`config.mk`:
```
export PLATFORM = sky130hd
export DESIGN_NAME = multi_key_press_classifier_core
export DESIGN_NICKNAME = d
export VERILOG_FILES = /design/src/sv/mkpc_pkg.sv /design/src/sv/multi_key_press_classifier_core.sv
export SDC_FILE = /design/constraint.sdc
export NUM_CORES = 1
export LEC_CHECK = 0
export BUFFER_PORTS_ARGS = -buffer_cell sky130_fd_sc_hd__buf_2
export CORE_MARGIN = 4
export CORE_UTILIZATION = 40
export DETAILED_ROUTE_END_ITERATION = 12
export GPL_ROUTABILITY_DRIVEN = 0
export SKIP_LAST_GASP = 1
export SLEW_MARGIN = 10
export SYNTH_ARGS = -nofsm -noshare
export SYNTH_HDL_FRONTEND = slang
export SYNTH_SLANG_ARGS = --single-unit
```
`constraint.sdc`:
```
create_clock -name clock -period 6.4 [get_ports clock]
set_clock_uncertainty 0.15 [all_clocks]
set_input_delay 0 -clock clock [delete_from_list [all_inputs] [get_ports clock]]
set_output_delay 0 -clock clock [all_outputs]
set_load 0.1 [all_outputs]
```
`src/sv/mkpc_pkg.sv`:
```
// Package for the multi-key press classifier: widths, register indexes,
// command codes and timing constants. No dependencies.
package mkpc_pkg;

   localparam int KEY_COUNT   = 8;
   localparam int KEY_IDX_W   = 3;
   localparam int KEY_NUM_W   = 4;
   localparam int CNT_W       = 16;
   localparam int STATUS_W    = 32;
   localparam int BEEP_W      = 6;
   localparam int CSR_IDX_W   = 3;
   localparam int CSR_DATA_W  = 16;
   localparam int REQ_DATA_W  = 16;
   localparam int RSP_DATA_W  = 40;

   // Register indexes of the configuration port.
   localparam logic [CSR_IDX_W-1:0] REG_KEYS_IN_USE    = 3'd0;
   localparam logic [CSR_IDX_W-1:0] REG_DEBOUNCE       = 3'd1;
   localparam logic [CSR_IDX_W-1:0] REG_LONG_PRESS     = 3'd2;
   localparam logic [CSR_IDX_W-1:0] REG_PRESS_LIMIT    = 3'd3;
   localparam logic [CSR_IDX_W-1:0] REG_BUZZER_ENABLE  = 3'd4;
   localparam logic [CSR_IDX_W-1:0] REG_RELEASED_LEVEL = 3'd5;

   // Command codes carried in tuser.
   localparam logic FUNC_SCAN  = 1'b0;
   localparam logic FUNC_CLEAR = 1'b1;

   // Bit positions inside one key's status nibble.
   localparam int ST_PRESSED  = 0;
   localparam int ST_LONG     = 1;
   localparam int ST_RELEASED = 2;
   localparam int ST_OVER     = 3;

   localparam logic [BEEP_W-1:0] BEEP_LENGTH = 6'd50;
   localparam logic [BEEP_W-1:0] BEEP_HALF   = 6'd25;
   localparam logic [CNT_W:0]    LIMIT_SLACK = 17'd5;
   localparam logic [CNT_W-1:0]  CNT_TOP     = 16'hFFFF;

   localparam logic [CNT_W-1:0]    RST_DEBOUNCE    = 16'd20;
   localparam logic [CNT_W-1:0]    RST_LONG_PRESS  = 16'd1000;
   localparam logic [CNT_W-1:0]    RST_PRESS_LIMIT = 16'd6000;
   localparam logic [KEY_NUM_W-1:0] KEY_COUNT_NUM  = 4'd8;

endpackage

```
`src/sv/multi_key_press_classifier_core.sv`:
```
// Multi-key press classifier: a small sequencer that visits one key per cycle
// through a shared compare and count unit. Uses mkpc_pkg.
//
// Sequence: a scan word visits each of the n effective keys in turn, then updates
// the buzzer, then loads the output register; a clear goes through S_CLEAR to the
// output load, and a scan with the scanner closed goes straight to the output load.
// req_tready returns in the same cycle that rsp_tvalid rises, so a new word is not
// taken until the last one's result is loaded; the per-key walk sets the rate, and
// a held result stalls it further.
// Reset (synchronous, active high) clears counters and status, silences the
// buzzer and loads the register defaults; no clearing pass is needed.
module multi_key_press_classifier_core (
   input  logic                                 clock,
   input  logic                                 reset,
   input  logic                                 req_tvalid,
   output logic                                 req_tready,
   // tdata: key_levels [7:0], key_id [15:8]
   input  logic [mkpc_pkg::REQ_DATA_W-1:0]      req_tdata,
   // tuser: func
   input  logic                                 req_tuser,
   output logic                                 rsp_tvalid,
   input  logic                                 rsp_tready,
   // tdata: key_status_word [31:0], buzzer_pin [32], cmd_error [33], zero [39:34]
   output logic [mkpc_pkg::RSP_DATA_W-1:0]      rsp_tdata,
   input  logic                                 csr_we,
   input  logic [mkpc_pkg::CSR_IDX_W-1:0]       csr_index,
   input  logic [mkpc_pkg::CSR_DATA_W-1:0]      csr_wdata
);

   localparam logic [2:0] S_IDLE  = 3'd0;
   localparam logic [2:0] S_SCAN  = 3'd1;
   localparam logic [2:0] S_BUZZ  = 3'd2;
   localparam logic [2:0] S_CLEAR = 3'd3;
   localparam logic [2:0] S_DONE  = 3'd4;

   // Configuration registers.
   logic [mkpc_pkg::KEY_NUM_W-1:0] keys_in_use_ff;
   logic [mkpc_pkg::CNT_W-1:0]     debounce_ff;
   logic [mkpc_pkg::CNT_W-1:0]     long_press_ff;
   logic [mkpc_pkg::CNT_W-1:0]     press_limit_ff;
   logic                           buzzer_enable_ff;
   logic                           released_level_ff;

   // Sequencer and block state.
   logic [2:0]                     state_ff, state_in;
   logic [mkpc_pkg::KEY_IDX_W-1:0] key_ff, key_in;
   logic [mkpc_pkg::CNT_W-1:0]     counter_ff [mkpc_pkg::KEY_COUNT];
   logic [mkpc_pkg::CNT_W-1:0]     counter_in;
   logic                           counter_we;
   logic [mkpc_pkg::STATUS_W-1:0]  status_ff, status_in;
   logic [mkpc_pkg::BEEP_W-1:0]    beep_ff, beep_in;
   logic                           buzzer_ff, buzzer_in;

   // Latched input word and error flag.
   logic [7:0] levels_ff;
   logic [7:0] key_id_ff;
   logic       err_ff, err_in;

   // Output register.
   logic                          rsp_valid_ff, rsp_valid_in;
   logic [mkpc_pkg::RSP_DATA_W-1:0] rsp_data_ff, rsp_data_in;

   logic [mkpc_pkg::KEY_NUM_W-1:0] active_keys;
   logic                           accept;
   logic [4:0]                     nib_base;
   logic [3:0]                     nib, nib_new;
   logic [mkpc_pkg::CNT_W-1:0]     cnt, cnt_mid;
   logic                           level;
   logic                           clear_all;
   logic                           out_free;

   assign active_keys = (keys_in_use_ff > mkpc_pkg::KEY_COUNT_NUM)
                        ? mkpc_pkg::KEY_COUNT_NUM : keys_in_use_ff;
   assign req_tready  = (state_ff == S_IDLE);
   assign accept      = req_tvalid && req_tready;
   assign out_free    = !rsp_valid_ff || rsp_tready;
   assign rsp_tvalid  = rsp_valid_ff;
   assign rsp_tdata   = rsp_data_ff;

   // Shared per-key unit: the key under the sequencer's index is examined.
   assign nib_base = {key_ff, 2'b00};
   assign nib      = status_ff[nib_base +: 4];
   assign cnt      = counter_ff[key_ff];
   assign level    = levels_ff[key_ff];

   always_comb begin
      nib_new   = nib;
      cnt_mid   = cnt;
      clear_all = 1'b0;
      beep_in   = beep_ff;
      if (!nib[mkpc_pkg::ST_RELEASED]) begin
         if (level != released_level_ff) begin
            if (!nib[mkpc_pkg::ST_PRESSED]) begin
               if (cnt == '0) begin
                  cnt_mid = {{(mkpc_pkg::CNT_W-1){1'b0}}, 1'b1};
               end
               if (cnt_mid > debounce_ff) begin
                  nib_new[mkpc_pkg::ST_PRESSED] = 1'b1;
               end
            end else if (!nib[mkpc_pkg::ST_LONG]) begin
               if (cnt > long_press_ff && cnt <= press_limit_ff) begin
                  nib_new[mkpc_pkg::ST_LONG] = 1'b1;
               end
            end else if (!nib[mkpc_pkg::ST_OVER]) begin
               if (cnt > press_limit_ff) begin
                  nib_new[mkpc_pkg::ST_OVER] = 1'b1;
               end
            end
         end else begin
            if (nib[mkpc_pkg::ST_PRESSED] && !nib[mkpc_pkg::ST_OVER]) begin
               nib_new[mkpc_pkg::ST_RELEASED] = 1'b1;
               if (beep_ff == '0) begin
                  beep_in = mkpc_pkg::BEEP_LENGTH;
               end
            end else if (nib[mkpc_pkg::ST_OVER]) begin
               clear_all = 1'b1;
            end
            cnt_mid = '0;
         end
      end
      counter_in = cnt_mid;
      // The counter stops at the limit plus its slack, or at its top value, and never wraps.
      if (cnt_mid != '0 && ({1'b0, cnt_mid} < ({1'b0, press_limit_ff} + mkpc_pkg::LIMIT_SLACK))
          && cnt_mid != mkpc_pkg::CNT_TOP) begin
         counter_in = cnt_mid + {{(mkpc_pkg::CNT_W-1){1'b0}}, 1'b1};
      end
   end

   always_comb begin
      state_in     = state_ff;
      key_in       = key_ff;
      status_in    = status_ff;
      buzzer_in    = buzzer_ff;
      err_in       = err_ff;
      counter_we   = 1'b0;
      rsp_valid_in = rsp_valid_ff && !rsp_tready;
      rsp_data_in  = rsp_data_ff;
      case (state_ff)
         S_IDLE: begin
            if (accept) begin
               key_in = '0;
               err_in = 1'b0;
               if (req_tuser == mkpc_pkg::FUNC_CLEAR) begin
                  state_in = S_CLEAR;
               end else if (active_keys == '0) begin
                  state_in = S_DONE;
               end else begin
                  state_in = S_SCAN;
               end
            end
         end
         S_SCAN: begin
            counter_we = 1'b1;
            if (clear_all) begin
               status_in = '0;
            end else begin
               status_in[nib_base +: 4] = nib_new;
            end
            if ({1'b0, key_ff} == active_keys - 4'd1) begin
               state_in = S_BUZZ;
            end else begin
               key_in = key_ff + 3'd1;
            end
         end
         S_BUZZ: begin
            if (beep_ff != '0) begin
               if (beep_ff > mkpc_pkg::BEEP_HALF) begin
                  if (buzzer_enable_ff) begin
                     buzzer_in = 1'b0;
                  end
               end else begin
                  buzzer_in = 1'b1;
               end
            end
            state_in = S_DONE;
         end
         S_CLEAR: begin
            if (key_id_ff >= {4'b0000, active_keys}) begin
               err_in = 1'b1;
            end else begin
               status_in[{key_id_ff[mkpc_pkg::KEY_IDX_W-1:0], 2'b00} +: 4] = 4'b0000;
            end
            state_in = S_DONE;
         end
         S_DONE: begin
            if (out_free) begin
               rsp_valid_in = 1'b1;
               rsp_data_in  = {6'b000000, err_ff, buzzer_ff, status_ff};
               state_in     = S_IDLE;
            end
         end
         default: begin
            state_in = S_IDLE;
         end
      endcase
   end

   always_ff @(posedge clock) begin
      if (reset) begin
         keys_in_use_ff    <= '0;
         debounce_ff       <= mkpc_pkg::RST_DEBOUNCE;
         long_press_ff     <= mkpc_pkg::RST_LONG_PRESS;
         press_limit_ff    <= mkpc_pkg::RST_PRESS_LIMIT;
         buzzer_enable_ff  <= 1'b0;
         released_level_ff <= 1'b1;
      end else if (csr_we) begin
         case (csr_index)
            mkpc_pkg::REG_KEYS_IN_USE:    keys_in_use_ff    <= csr_wdata[3:0];
            mkpc_pkg::REG_DEBOUNCE:       debounce_ff       <= csr_wdata;
            mkpc_pkg::REG_LONG_PRESS:     long_press_ff     <= csr_wdata;
            mkpc_pkg::REG_PRESS_LIMIT:    press_limit_ff    <= csr_wdata;
            mkpc_pkg::REG_BUZZER_ENABLE:  buzzer_enable_ff  <= csr_wdata[0];
            mkpc_pkg::REG_RELEASED_LEVEL: released_level_ff <= csr_wdata[0];
            default: begin
            end
         endcase
      end
   end

   always_ff @(posedge clock) begin
      if (reset) begin
         state_ff     <= S_IDLE;
         key_ff       <= '0;
         status_ff    <= '0;
         beep_ff      <= '0;
         buzzer_ff    <= 1'b1;
         err_ff       <= 1'b0;
         rsp_valid_ff <= 1'b0;
         for (int i = 0; i < mkpc_pkg::KEY_COUNT; i++) begin
            counter_ff[i] <= '0;
         end
      end else begin
         state_ff     <= state_in;
         key_ff       <= key_in;
         status_ff    <= status_in;
         buzzer_ff    <= buzzer_in;
         err_ff       <= err_in;
         rsp_valid_ff <= rsp_valid_in;
         if (state_ff == S_SCAN) begin
            beep_ff <= beep_in;
         end else if (state_ff == S_BUZZ && beep_ff != '0) begin
            beep_ff <= beep_ff - 6'd1;
         end
         if (counter_we) begin
            counter_ff[key_ff] <= counter_in;
         end
      end
   end

   // Payload registers carry no reset.
   always_ff @(posedge clock) begin
      rsp_data_ff <= rsp_data_in;
      if (accept) begin
         levels_ff <= req_tdata[7:0];
         key_id_ff <= req_tdata[15:8];
      end
   end

endmodule
```
== Word-level counts from Yosys, hierarchy flattened ==
Memory sizes are Yosys's and may differ from the RTL's. A register that Yosys moved wholly into a read port is not among the register bits.
Index checks and enable logic that the tools add are counted.

* Bits in writable memories: 128
* Register bits: 151
* Bits of input ports: 41
* Memories kept: 1

* Shift operators: 5
* Muxes and demuxes: 67
* $lt $le $gt $ge: 9
* Reduce and logical (&&, ||, !) cells: 37
* Equal/unequal tests: 23
* Add/sub/neg operators: 7

{| class="wikitable"
|+ Memories
! name !! depth !! bits a word !! read ports !! clocked after Yosys merged registers in !! write ports !! RTL line !! text
|-
| counter_ff || 8 || 16 || 1 || 1 || 8 || multi_key_press_classifier_core.sv:47 || <nowiki>logic [mkpc_pkg::CNT_W-1:0] counter_ff [mkpc_pkg::KEY_COUNT];</nowiki>
|}

{| class="wikitable"
|+ Operators by type and width
! cell !! count
|-
| 16-bit 2-to-1 mux || 9
|-
| 32-bit bitwise mux || 2
|-
| 32-bit 2-to-1 mux || 2
|-
| 32-bit one-hot mux with 2 select lines || 1
|-
| 4-bit by 7-bit variable shift with 32-bit output, first input constant || 2
|-
| 16-bit > comparator || 3
|-
| 6-bit 2-to-1 mux || 6
|-
| 32-bit by 6-bit variable part select with 4-bit output || 1
|-
| 4-bit by 7-bit variable part select with 32-bit output || 1
|-
| 4-bit by 7-bit variable part select with 32-bit output, first input constant || 1
|-
| 1-bit 2-to-1 mux || 30
|-
| 3-bit 2-to-1 mux || 10
|-
| 2-bit != test, second input constant || 10
|-
| 16-bit by 3-bit adder with 17-bit output, second input constant || 1
|-
| 16-bit by 17-bit < comparator with 1-bit output || 1
|-
| 16-bit by 1-bit adder with 16-bit output, second input constant || 1
|-
| 16-bit <= comparator || 1
|-
| 16-bit logical NOT || 1
|-
| 16-bit != test, second input constant || 1
|-
| 2-bit AND reduction || 8
|-
| 16-bit nonzero test || 1
|-
| 16-bit OR reduction || 1
|-
| 5-bit negator with 7-bit output || 2
|-
| 3-bit by 2-bit equality test with 1-bit output, second input constant || 4
|-
| 29 further kinds || 48
|}

== Logic depth before layout (Yosys ltp) ==
Gate-level depths: netlist (run 1).

* Depth after elaboration: 14
* Depth in mapped cells: 24
* Gate-level depth less buffers: 18

== Least setup slack after synthesis (run 1) ==
OpenSTA, ideal clock, no wires.

* Path kind: reg-to-reg
* From: register (tool-made name)
* To: memory counter_ff[0][6] in the netlist's numbering, data pin
* Library setup time: 0.288 ns
* Arrival: 5.010 ns
* Setup slack: 0.953 ns
* Required time: 5.962 ns
* Path buffers: 2
* Stages on the path, launching flop included: 20
* Cell sequence: dfxtp_1 buf_6 mux4_2 mux2_2 nor4_2 nand4_2 nor3_4 nor2_4 nand2_1 inv_1 ha_1 and3_1 a221o_1 a221oi_1 o311ai_1 o21ai_1 o21ai_1 buf_4 o31ai_1 a21oi_1

{| class="wikitable"
|+ RTL lines
! element !! RTL line
|-
| end, declared || multi_key_press_classifier_core.sv:47
|}

==> impl_metrics.toml, run 1 <==
[timing]
final_hold_viol_count = 0
fin_tns_setup_ns = 0
rsz0062_at_grt = "no"
finalMaxSlewViolations = 0
timing.fmax_mhz = 168
fin_ws_ns = 0.452
post-route-period-util = 0.929
tightestPinTransition_ns = 1.31
period_needed_ns = 5.95
setup_viol_count_final = 0
relSlewSlack = 0.121

[power]
power_frac_clock = 0.364
p_int_mw = 3.39
pwr-share-comb = 0.213
power_frac_seq = 0.424
p_sw_mw = 1.54
p_leak_nw = 6.64
peakVddDrop_mv = 0.254
powerDensity_mw_per_mm2 = 282
p_sw_frac = 0.313

[global_route]
grt_usage = 0.217
grt_max_degree = 73
grt_pass1_wl_mm = 69.7
grt_pass1_vias = 11800
overflow = 0
antenna_found_initial = 0

[critical_path]
crit_path_start_kind = "flip-flop"
worstPathMaxFanout = 28
endpoint_kind = "flip-flop"
cp_common_cell = "buf_4"
crit_path_max_incr_delay_ns = 0.61
cp_slowest_cell = "or4b_2"
worstPathArrival_ns = 6.08
required_ns = 6.54
critPathKind = "flip-flop to flip-flop"
rrSetupSlack_ns = 0.45
path_cells = "buf_12 -> mux2i_1 -> or4b_2 -> o2111ai_1 -> nand4_2 -> nor3_4 -> buf_4 -> o21ai_0 -> inv_1 -> ha_1 -> inv_1 -> or4_1 -> and4b_1 -> a32oi_2 -> o21ai_1 -> buf_4 -> mux2i_1 -> buf_4 -> nor2_1"

[clock_tree]
clock_path_buffers = 3
htreeDepth = 1
clock_latency_ns = 0.59
cts_buffers = 31
clk_pin_slew_ns = 0.06
cts_setup_buffers = 0
clock-sinks = 282
cts_root_buf = "clkbuf_16"
cts_tree = "yes"

[synth]
ys_top_cells_by_count = "edfxtp_1, nand2_1, nor2_1"
synth_top_area_cell = "edfxtp_1"
ys_ff_latch = 282
synthesis.area_mm2 = 0.0149
syn_inst = 1425
synth_area_leaders = "edfxtp_1, dfxtp_1, ha_1"
syn_area_per_cell_um2 = 10.4
synth_top_flop_cell = "edfxtp_1"
ys_async_sr_fraction = 0
yosys_warnings = 0
synth_top_area_frac = 0.359
ys_types = 79
yosysMostFrequentCell = "edfxtp_1"
seq_area_frac_synth = 0.499
synth-edff-count = 178

[detailed_routing]
first_pass_iters = 8
routed_via_density = 5.69
drtAntennaViolNets = 0
drcViolationCount = 0
drt_iter0_markers = 1121
post_drt_wl_per_cell_um = 21.8
dr_total_vias = 11700
routed_wl_mm = 45.0

[floorplanning]
placementRows = 70
die_w_um = 201
fp.dieArea_mm2 = 0.0403
ios = 83
die_y_um = 201
core-area_mm2 = 0.0366
initial_core_util = 0.406

[outcome]
status = "finished clean"

[cells_and_area]
area_growth_pct = 17.6
drive_gt1_frac = 0.151
fin_nets = 1693
num_antenna_cells = 0

[run]
drv_cap = 0

[place]
numPortBuffers = 76
pre_cts_ws_ns = 0.264
hpwl_mm = 31.0

[hold_path]
worst_hold_path_type = "input pin to flip-flop"
-- power by group through the flow --
stage	clock network (mW)	registers (mW)	logic, mW
2_1_floorplan	0	2.28	0.550
3_3_place_gp	0	2.12	0.992
3_5_place_dp	0	2.13	1.00
4_1_cts	1.81	2.09	1.04
5_1_grt	1.89	2.10	1.13
6_report	1.79	2.09	1.05
-- flip-flops by register name (all words and copies together), names as in the netlist, named ones only --
signal	count
long_press_ff	16
key_ff	3
buzzer_ff	1
key_id_ff	8
keys_in_use_ff	4
debounce_ff	16
buzzer_enable_ff	1
beep_ff	6
err_ff	1
press_limit_ff	16
counter_ff	128
released_level_ff	1
status_ff	32
rsp_tvalid	1
rsp_tdata	34
state_ff	3
levels_ff	8
-- metal layers --
metal,vias up,share of wire,track usage,wire [um]
met5,-,0,0,0
met4,0,0.035,0.0686,1590
met3,102,0.064,0.0339,2900
met2,428,0.46,0.355,20900
met1,5715,0.44,0.298,19600
li1,5502,-,-,-
-- worst max-delay path, delay by kind of cell (launching register included) --
| family | cells | cell delay [ns] |
|---|---|---|
| and+or+nand+nor | 6 | 2.06 |
| buffers and inverters | 6 | 1.11 |
| AOI/OAI and AO/OA | 4 | 1.02 |
| muxes | 2 | 0.55 |
| DFF | 1 | 0.52 |
| adders and majority gates | 1 | 0.20 |
-- layout make-up --
class                   instances  area [um^2]
inverters                      90          338
clock inverters                 8         83.8
clock buffers                  50          932
fillers                      3404        19100
multi-input cells             986         6780
flip-flops and latches        282         7430
well taps                     468          586
repair buffers                182         1350
-- path summary, 6_finish.rpt --
kind / start / endpoint / cells after the start
setup / recovery: flip-flop / counter_ff[5][1]$_SDFFCE_PN0P_ / 19
hold / removal: csr_wdata[8] / long_press_ff[8]$_SDFFE_PP1P_ / 4
setup reg to reg: flip-flop / counter_ff[5][1]$_SDFFCE_PN0P_ / 19
hold reg to reg: err_ff$_SDFFE_PP0P_ / rsp_tdata[33]$_DFFE_PP_ / 0
-- placed cells by master, fill, tap and decap left out, types with 13 or more instances in the layout --
cell,instances
edfxtp_1,178
nand2_1,164
nor2_1,146
a21oi_1,122
dfxtp_1,102
inv_1,87
ha_1,79
buf_2,76
dlygate4sd3_1,65
buf_4,40
mux2i_1,36
nor3_1,34
nand3_1,32
clkbuf_16,32
o21ai_0,31
mux4_2,29
mux2_2,21
xnor2_1,19
o211ai_1,18
a21o_1,18
a32o_1,15
a22o_1,15
and2_1,14
nor2b_1,13
nand4_1,13
-- kinds of logic (layout without fill, tap and decap cells) --
| logic type | count (synthesis) | count (layout) | synth area share |
|---|---|---|---|
| mux | 88 | 88 | 0.0858 |
| flops | 282 | 282 | 0.499 |
| fa+ha+maj | 79 | 79 | 0.0664 |
| compound gates | 298 | 298 | 0.131 |
| xor+xnor | 28 | 28 | 0.0165 |
| buf+inv | 162 | 330 | 0.0468 |
| other cells | 1 | 6 | 0.000252 |
| simple gates | 487 | 487 | 0.154 |
-- repair_timing --
action	4_1_cts	5_1_grt
resized for setup	0	1
endpoints found under the hold margin	87	0
setup endpoints to repair	0	22
hold buffers	65	0
-- stage by stage --
stage | cells | utilization | hold WS [ns] | power, mW | cell area (um^2)
3_5_place_dp | 1943 | 0.432 | 0.0281 | 3.13 | 15800
4_1_cts | 2066 | 0.478 | 0.0706 | 4.94 | 17500
5_1_grt | 2066 | 0.478 | 0.110 | 5.12 | 17500
2_1_floorplan | 1430 | - | -0.0511 | 2.83 | 14900
3_3_place_gp | 1943 | 0.432 | 0.0270 | 3.12 | 15800
6_report | 2066 | 0.478 | 0.0979 | 4.93 | 17500
Power figures use the tool's default switching activity.
==> inputs of run 2 (changes only) <==
Settings changed: PLACE_DENSITY from default to 0.67.
==> run 2 against run 1 <==
Effect of this change:
- non-clock buffer count fell by 19
- wire length decreased by 4.9%
- clock-buffer cell count shrank 17
- register-to-register slack got worse by 0.03 ns
- clock power is 3% lower
- critical path depth stayed put
- combinational power about the same
- critical path type unchanged
==> impl_metrics.toml, run 2 (synthesis gave the netlist of run 1 again) <==
[power]
p_leak_nw = 6.52
powerDensity_mw_per_mm2 = 280
peakVddDrop_mv = 0.203

[hold_path]
hold_start = "req_tdata[10]"
worst_hold_path_type = "input pin to flip-flop"

[place]
place_area_mm2 = 0.0157
numPortBuffers = 76
pre_cts_ws_ns = 0.343
hpwl_mm = 30.4

[timing]
post-route-period-util = 0.934
final_hold_viol_count = 0
fin_ws_ns = 0.420
finalMaxSlewViolations = 0
rsz0062_at_grt = "no"
timing.fmax_mhz = 167
tightestPinTransition_ns = 1.24
fin_tns_setup_ns = 0
holdWs_ns = 0.0343
period_needed_ns = 5.98
setup_viol_count_final = 0
relSlewSlack = 0.171

[detailed_routing]
post_drt_wl_per_cell_um = 20.9
drtAntennaViolNets = 0
drcViolationCount = 0
routed_via_density = 5.80
routed_wl_mm = 42.8
first_pass_iters = 6
drt_iter0_markers = 1101
dr_total_vias = 11900

[cells_and_area]
fin_nets = 1673
layout_commonest_cell = "edfxtp_1"
largest_register_ff_count = 128
mostFrequentLayoutCells = "edfxtp_1, nand2_1, nor2_1, a21oi_1, dfxtp_1"
final_util = 0.473
drive_gt1_frac = 0.145
fin_area_mm2 = 0.0173
area_growth_pct = 16.4
num_antenna_cells = 0
regMostFlops = "counter_ff"

[floorplanning]
core-area_mm2 = 0.0366
die_w_um = 201
ios = 83
fp.dieArea_mm2 = 0.0403
initial_core_util = 0.406
die_y_um = 201
placementRows = 70

[critical_path]
crit_path_max_incr_delay_ns = 0.69
critPathKind = "flip-flop to flip-flop"
worstPathArrival_ns = 6.09
cp_slowest_cell = "dfxtp_2"
cp_common_cell = "o21ai_1"
endpoint_kind = "flip-flop"
path_cells = "buf_12 -> mux4_2 -> mux2_2 -> nor4_2 -> nand4_2 -> nor3_4 -> nor2_4 -> nand2_1 -> inv_1 -> ha_1 -> and3_1 -> a221o_1 -> a221oi_1 -> o311ai_1 -> o21ai_1 -> o21ai_1 -> buf_4 -> o21ai_1 -> a21oi_1"
required_ns = 6.51
crit_path_start_kind = "flip-flop"
worstPathMaxFanout = 30

[clock_tree]
clock_path_buffers = 3
htreeDepth = 1
cts_setup_buffers = 0
clock-sinks = 282
clk_pin_slew_ns = 0.06
cts_tree = "yes"
clock_latency_ns = 0.58
cts_buffers = 30
cts_root_buf = "clkbuf_16"

[global_route]
grt_max_degree = 49
overflow = 0
grt_usage = 0.204
grt_pass1_vias = 11400
antenna_found_initial = 0
grt_pass1_wl_mm = 65.5

[outcome]
status = "finished clean"

[run]
drv_cap = 0
==> run 2: cell types whose count changed in the layout (fill, tap and decap cells not counted), moves of 2 or more <==
cell           previous run  this run
clkbuf_1                  9         3
clkinv_2                  1         6
clkinv_1                  3         7
clkinvlp_4                0         4
inv_4                     2         0
clkbuf_2                  3         0
bufinv_16                 1         3
dlygate4sd3_1            65        59
clkbuf_16                32        30
buf_4                    40        27
clkbuf_8                  6         0
==> run 2: layout make-up <==
cell class                 count  area [um^2]
tap                          468          586
inverter                      90          338
fill                        3319        19300
timing repair buffer         163         1190
clock inverter                23          229
sequential                   282         7430
multi-input combinational    986         6780
clock buffer                  33          762
==> run 2: where the power goes <==
| group | internal (mW) | leakage (nW) | switching [mW] |
|---|---|---|---|
| combinational | 0.301 | 3.41 | 0.724 |
| clock | 0.987 | 0.473 | 0.742 |
| sequential | 2.04 | 2.64 | 0.0510 |
==> run 2: path summary, 6_finish.rpt <==
check,to,slack [ns],cells past startpoint
worst max register to register,counter_ff[4][3]$_SDFFCE_PN0P_,0.42,19
worst min register to register,rsp_tdata[33]$_DFFE_PP_,0.29,0
worst min-delay path,key_id_ff[2]$_DFFE_PP_,0.03,2
worst max-delay path,counter_ff[4][3]$_SDFFCE_PN0P_,0.42,19
==> run 2: metal layers <==
| metal | track usage | vias to the layer above | wire, um |
|---|---|---|---|
| li1 | - | 5475 | - |
| met1 | 0.277 | 5719 | 18100 |
| met2 | 0.333 | 577 | 19800 |
| met3 | 0.0378 | 87 | 3610 |
| met4 | 0.0637 | 0 | 1280 |
| met5 | 0 | - | 0 |
==> run 2: metrics by stage <==
stage / instances / total power, mW
floorplan: 1430 / 2.83
global placement: 1930 / 3.09
detailed placement: 1930 / 3.10
CTS: 2045 / 4.85
global route: 2045 / 5.03
finish: 2045 / 4.84
==> run 2: worst max-delay path, delay by kind of cell, from the launching register on <==
family / cells / cell delay, ns
compound gates: 7 / 1.99
simple gates: 6 / 1.19
flops: 1 / 0.69
mux: 2 / 0.68
buf+inv: 3 / 0.61
fa+ha+maj: 1 / 0.30
==> run 2: repair_timing <==
| item | CTS | global route |
|---|---|---|
| setup endpoints to repair | 0 | 9 |
| resized for setup | 0 | 1 |
| hold buffers | 59 | 0 |
| endpoints found under the hold margin | 94 | 0 |
==> inputs of run 3 (changes only) <==
Settings changed: ABC_AREA from default to 1.
==> run 3 against run 2 <==
Effect of this change:
- utilization decreased by 0.49 points
- cell area increased by 2.5%
- register-to-register slack improved by 0.84 ns
- synthesized cell count increased by 28%
- die area increased by 3.8%
- sequential share of layout area decreased by 1.1 points
==> impl_metrics.toml, run 3 <==
[clock_tree]
cts_setup_buffers = 0
clk_pin_slew_ns = 0.07
clock_path_buffers = 3
clock_latency_ns = 0.55
cts_tree = "yes"
cts_buffers = 28
htreeDepth = 1
clock-sinks = 282
cts_root_buf = "clkbuf_16"

[synth]
ys_types = 51
synthesis.area_mm2 = 0.0155
yosysMostFrequentCell = "nand2_1"
synth_top_area_cell = "edfxtp_1"
syn_area_per_cell_um2 = 8.46
ys_async_sr_fraction = 0
ys_ff_latch = 282
ys_top_cells_by_count = "nand2_1, inv_1, edfxtp_1"
synth_top_flop_cell = "edfxtp_1"
syn_inst = 1827
synth_top_area_frac = 0.346
synth-edff-count = 178
seq_area_frac_synth = 0.480
synth_area_leaders = "edfxtp_1, dfxtp_1, nand2_1"
yosys_warnings = 0

[timing]
finalMaxSlewViolations = 0
timing.fmax_mhz = 195
fin_tns_setup_ns = 0
period_needed_ns = 5.14
fin_ws_ns = 1.26
tightestPinTransition_ns = 1.16
setup_viol_count_final = 0
post-route-period-util = 0.803
final_hold_viol_count = 0
relSlewSlack = 0.225
rsz0062_at_grt = "no"
holdWs_ns = 0.00833

[cells_and_area]
layout_commonest_cell = "nand2_1"
drive_gt1_frac = 0.125
num_antenna_cells = 0
area_growth_pct = 14.8
regMostFlops = "counter_ff"
largest_register_ff_count = 128
fin_nets = 2058
mostFrequentLayoutCells = "nand2_1, inv_1, edfxtp_1, a21oi_1, nand3_1"

[detailed_routing]
post_drt_wl_per_cell_um = 17.2
drt_iter0_markers = 1120
drtAntennaViolNets = 0
drcViolationCount = 0
routed_via_density = 5.24
routed_wl_mm = 42.5
dr_total_vias = 12900
first_pass_iters = 5

[floorplanning]
placementRows = 71
die_w_um = 205
fp.dieArea_mm2 = 0.0419
core-area_mm2 = 0.0379
ios = 83
die_y_um = 205
initial_core_util = 0.408

[global_route]
grt_pass1_vias = 12300
grt_max_degree = 66
grt_usage = 0.198
grt_pass1_wl_mm = 66.5
overflow = 0
antenna_found_initial = 0
grtUsageMet1 = 0.265
grt.busiest_layer = "met2"
met2_usage = 0.337
use_met3 = 0.0266

[hold_path]
worst_hold_path_type = "input pin to flip-flop"

[outcome]
status = "finished clean"

[run]
drv_cap = 0

[place]
numPortBuffers = 76
pre_cts_ws_ns = 1.40
hpwl_mm = 28.7

[critical_path]
critPathKind = "flip-flop to flip-flop"
worstPathMaxFanout = 19
endpoint_kind = "flip-flop"
crit_path_start_kind = "flip-flop"
cp_slowest_cell = "dfxtp_1"
crit_path_max_incr_delay_ns = 0.76
worstPathArrival_ns = 5.34
rrSetupSlack_ns = 1.26
required_ns = 6.60
cp_common_cell = "nand2_1"
path_cells = "inv_4 -> nand2_1 -> nand2_1 -> nand2_1 -> nand2_1 -> nand2_1 -> nand2_1 -> nand2_1 -> nand2_2 -> o21ai_0 -> inv_1 -> ha_1 -> a21oi_1 -> nor2_1 -> a211oi_1 -> nor3_1 -> nor3_1 -> nand3_2 -> nor2_4 -> nand2_1 -> a21oi_1"

[power]
p_leak_nw = 7.45
power_frac_seq = 0.320
peakVddDrop_mv = 0.291
pwr-share-comb = 0.429
powerDensity_mw_per_mm2 = 386
power_frac_clock = 0.250
p_int_mw = 3.83
p_sw_frac = 0.440
finalPower_mw = 6.85
p_sw_mw = 3.01
==> run 3: cell count changes after synthesis, moves of 18 or more <==
cell and change:
mux2_2 -21, o21ai_0 +48, a21oi_2 +67, xor2_1 +21
a21oi_1 +51, mux4_2 -29, nand3_1 +99, nand2_1 +257
inv_1 +157, a21o_1 -18, nor2_1 -45, mux2i_1 -36
==> run 3: area by class of cell <==
| class | instances | area, um^2 |
|---|---|---|
| Clock inverter | 14 | 126 |
| Clock buffer | 37 | 850 |
| Multi-Input combinational cell | 1229 | 6740 |
| Inverter | 256 | 966 |
| Timing Repair Buffer | 141 | 1000 |
| Tap cell | 511 | 639 |
| Fill cell | 3584 | 20200 |
| Sequential cell | 282 | 7430 |
==> run 3: critical path: cells and delay by family (launching register included) <==
kind	cells	cell delay, ns
simple gates	14	2.36
compound gates	4	0.93
flops	1	0.76
buf+inv	2	0.38
fa+ha+maj	1	0.34
==> run 3: path summary, 6_finish.rpt <==
path	from	endpoint	cells past startpoint
max	key_ff[0]$_SDFFE_PP0P_	counter_ff[4][5]$_SDFFCE_PN0P_	21
max reg2reg	key_ff[0]$_SDFFE_PP0P_	counter_ff[4][5]$_SDFFCE_PN0P_	21
min	req_tdata[7]	levels_ff[7]$_DFFE_PP_	2
min reg2reg	buzzer_ff$_SDFFE_PP1P_	rsp_tdata[32]$_DFFE_PP_	0
==> run 3: cells by family (layout without fill, tap and decap cells) <==
family	Yosys count	after routing	share of synthesized area
buffers and inverters	321	448	0.0854
xor gates and xnor gates	32	32	0.0181
and+or+nand+nor	736	736	0.205
AOI/OAI and AO/OA	376	376	0.147
other	1	6	0.000243
DFF	282	282	0.480
adders and majority gates	79	79	0.0639
==> run 3: power groups by stage <==
stage | clock network, mW | logic (mW) | registers [mW]
after floorplan | 0 | 1.97 | 2.42
after global placement | 0 | 2.80 | 2.23
after detailed placement | 0 | 2.85 | 2.23
after CTS | 1.73 | 2.89 | 2.19
after global routing | 1.82 | 3.21 | 2.21
final | 1.71 | 2.94 | 2.19
==> run 3: metal layers <==
metal,up-vias,routed length [um]
met5,-,0
met1,6128,18300
met3,71,2720
met4,0,1050
met2,427,20500
li1,6321,-
==> run 3: metrics by stage <==
| stage | cells | instance area, um^2 | util |
|---|---|---|---|
| 2_1_floorplan | 1832 | 15500 | - |
| 3_3_place_gp | 2365 | 16200 | 0.428 |
| 3_5_place_dp | 2365 | 16200 | 0.428 |
| 4_1_cts | 2470 | 17800 | 0.468 |
| 5_1_grt | 2470 | 17800 | 0.468 |
| 6_report | 2470 | 17800 | 0.468 |
==> run 3: repair_timing <==
item | in CTS | in global routing
resized for setup | 0 | 0
endpoints found under the hold margin | 121 | 0
hold buffers | 54 | 0
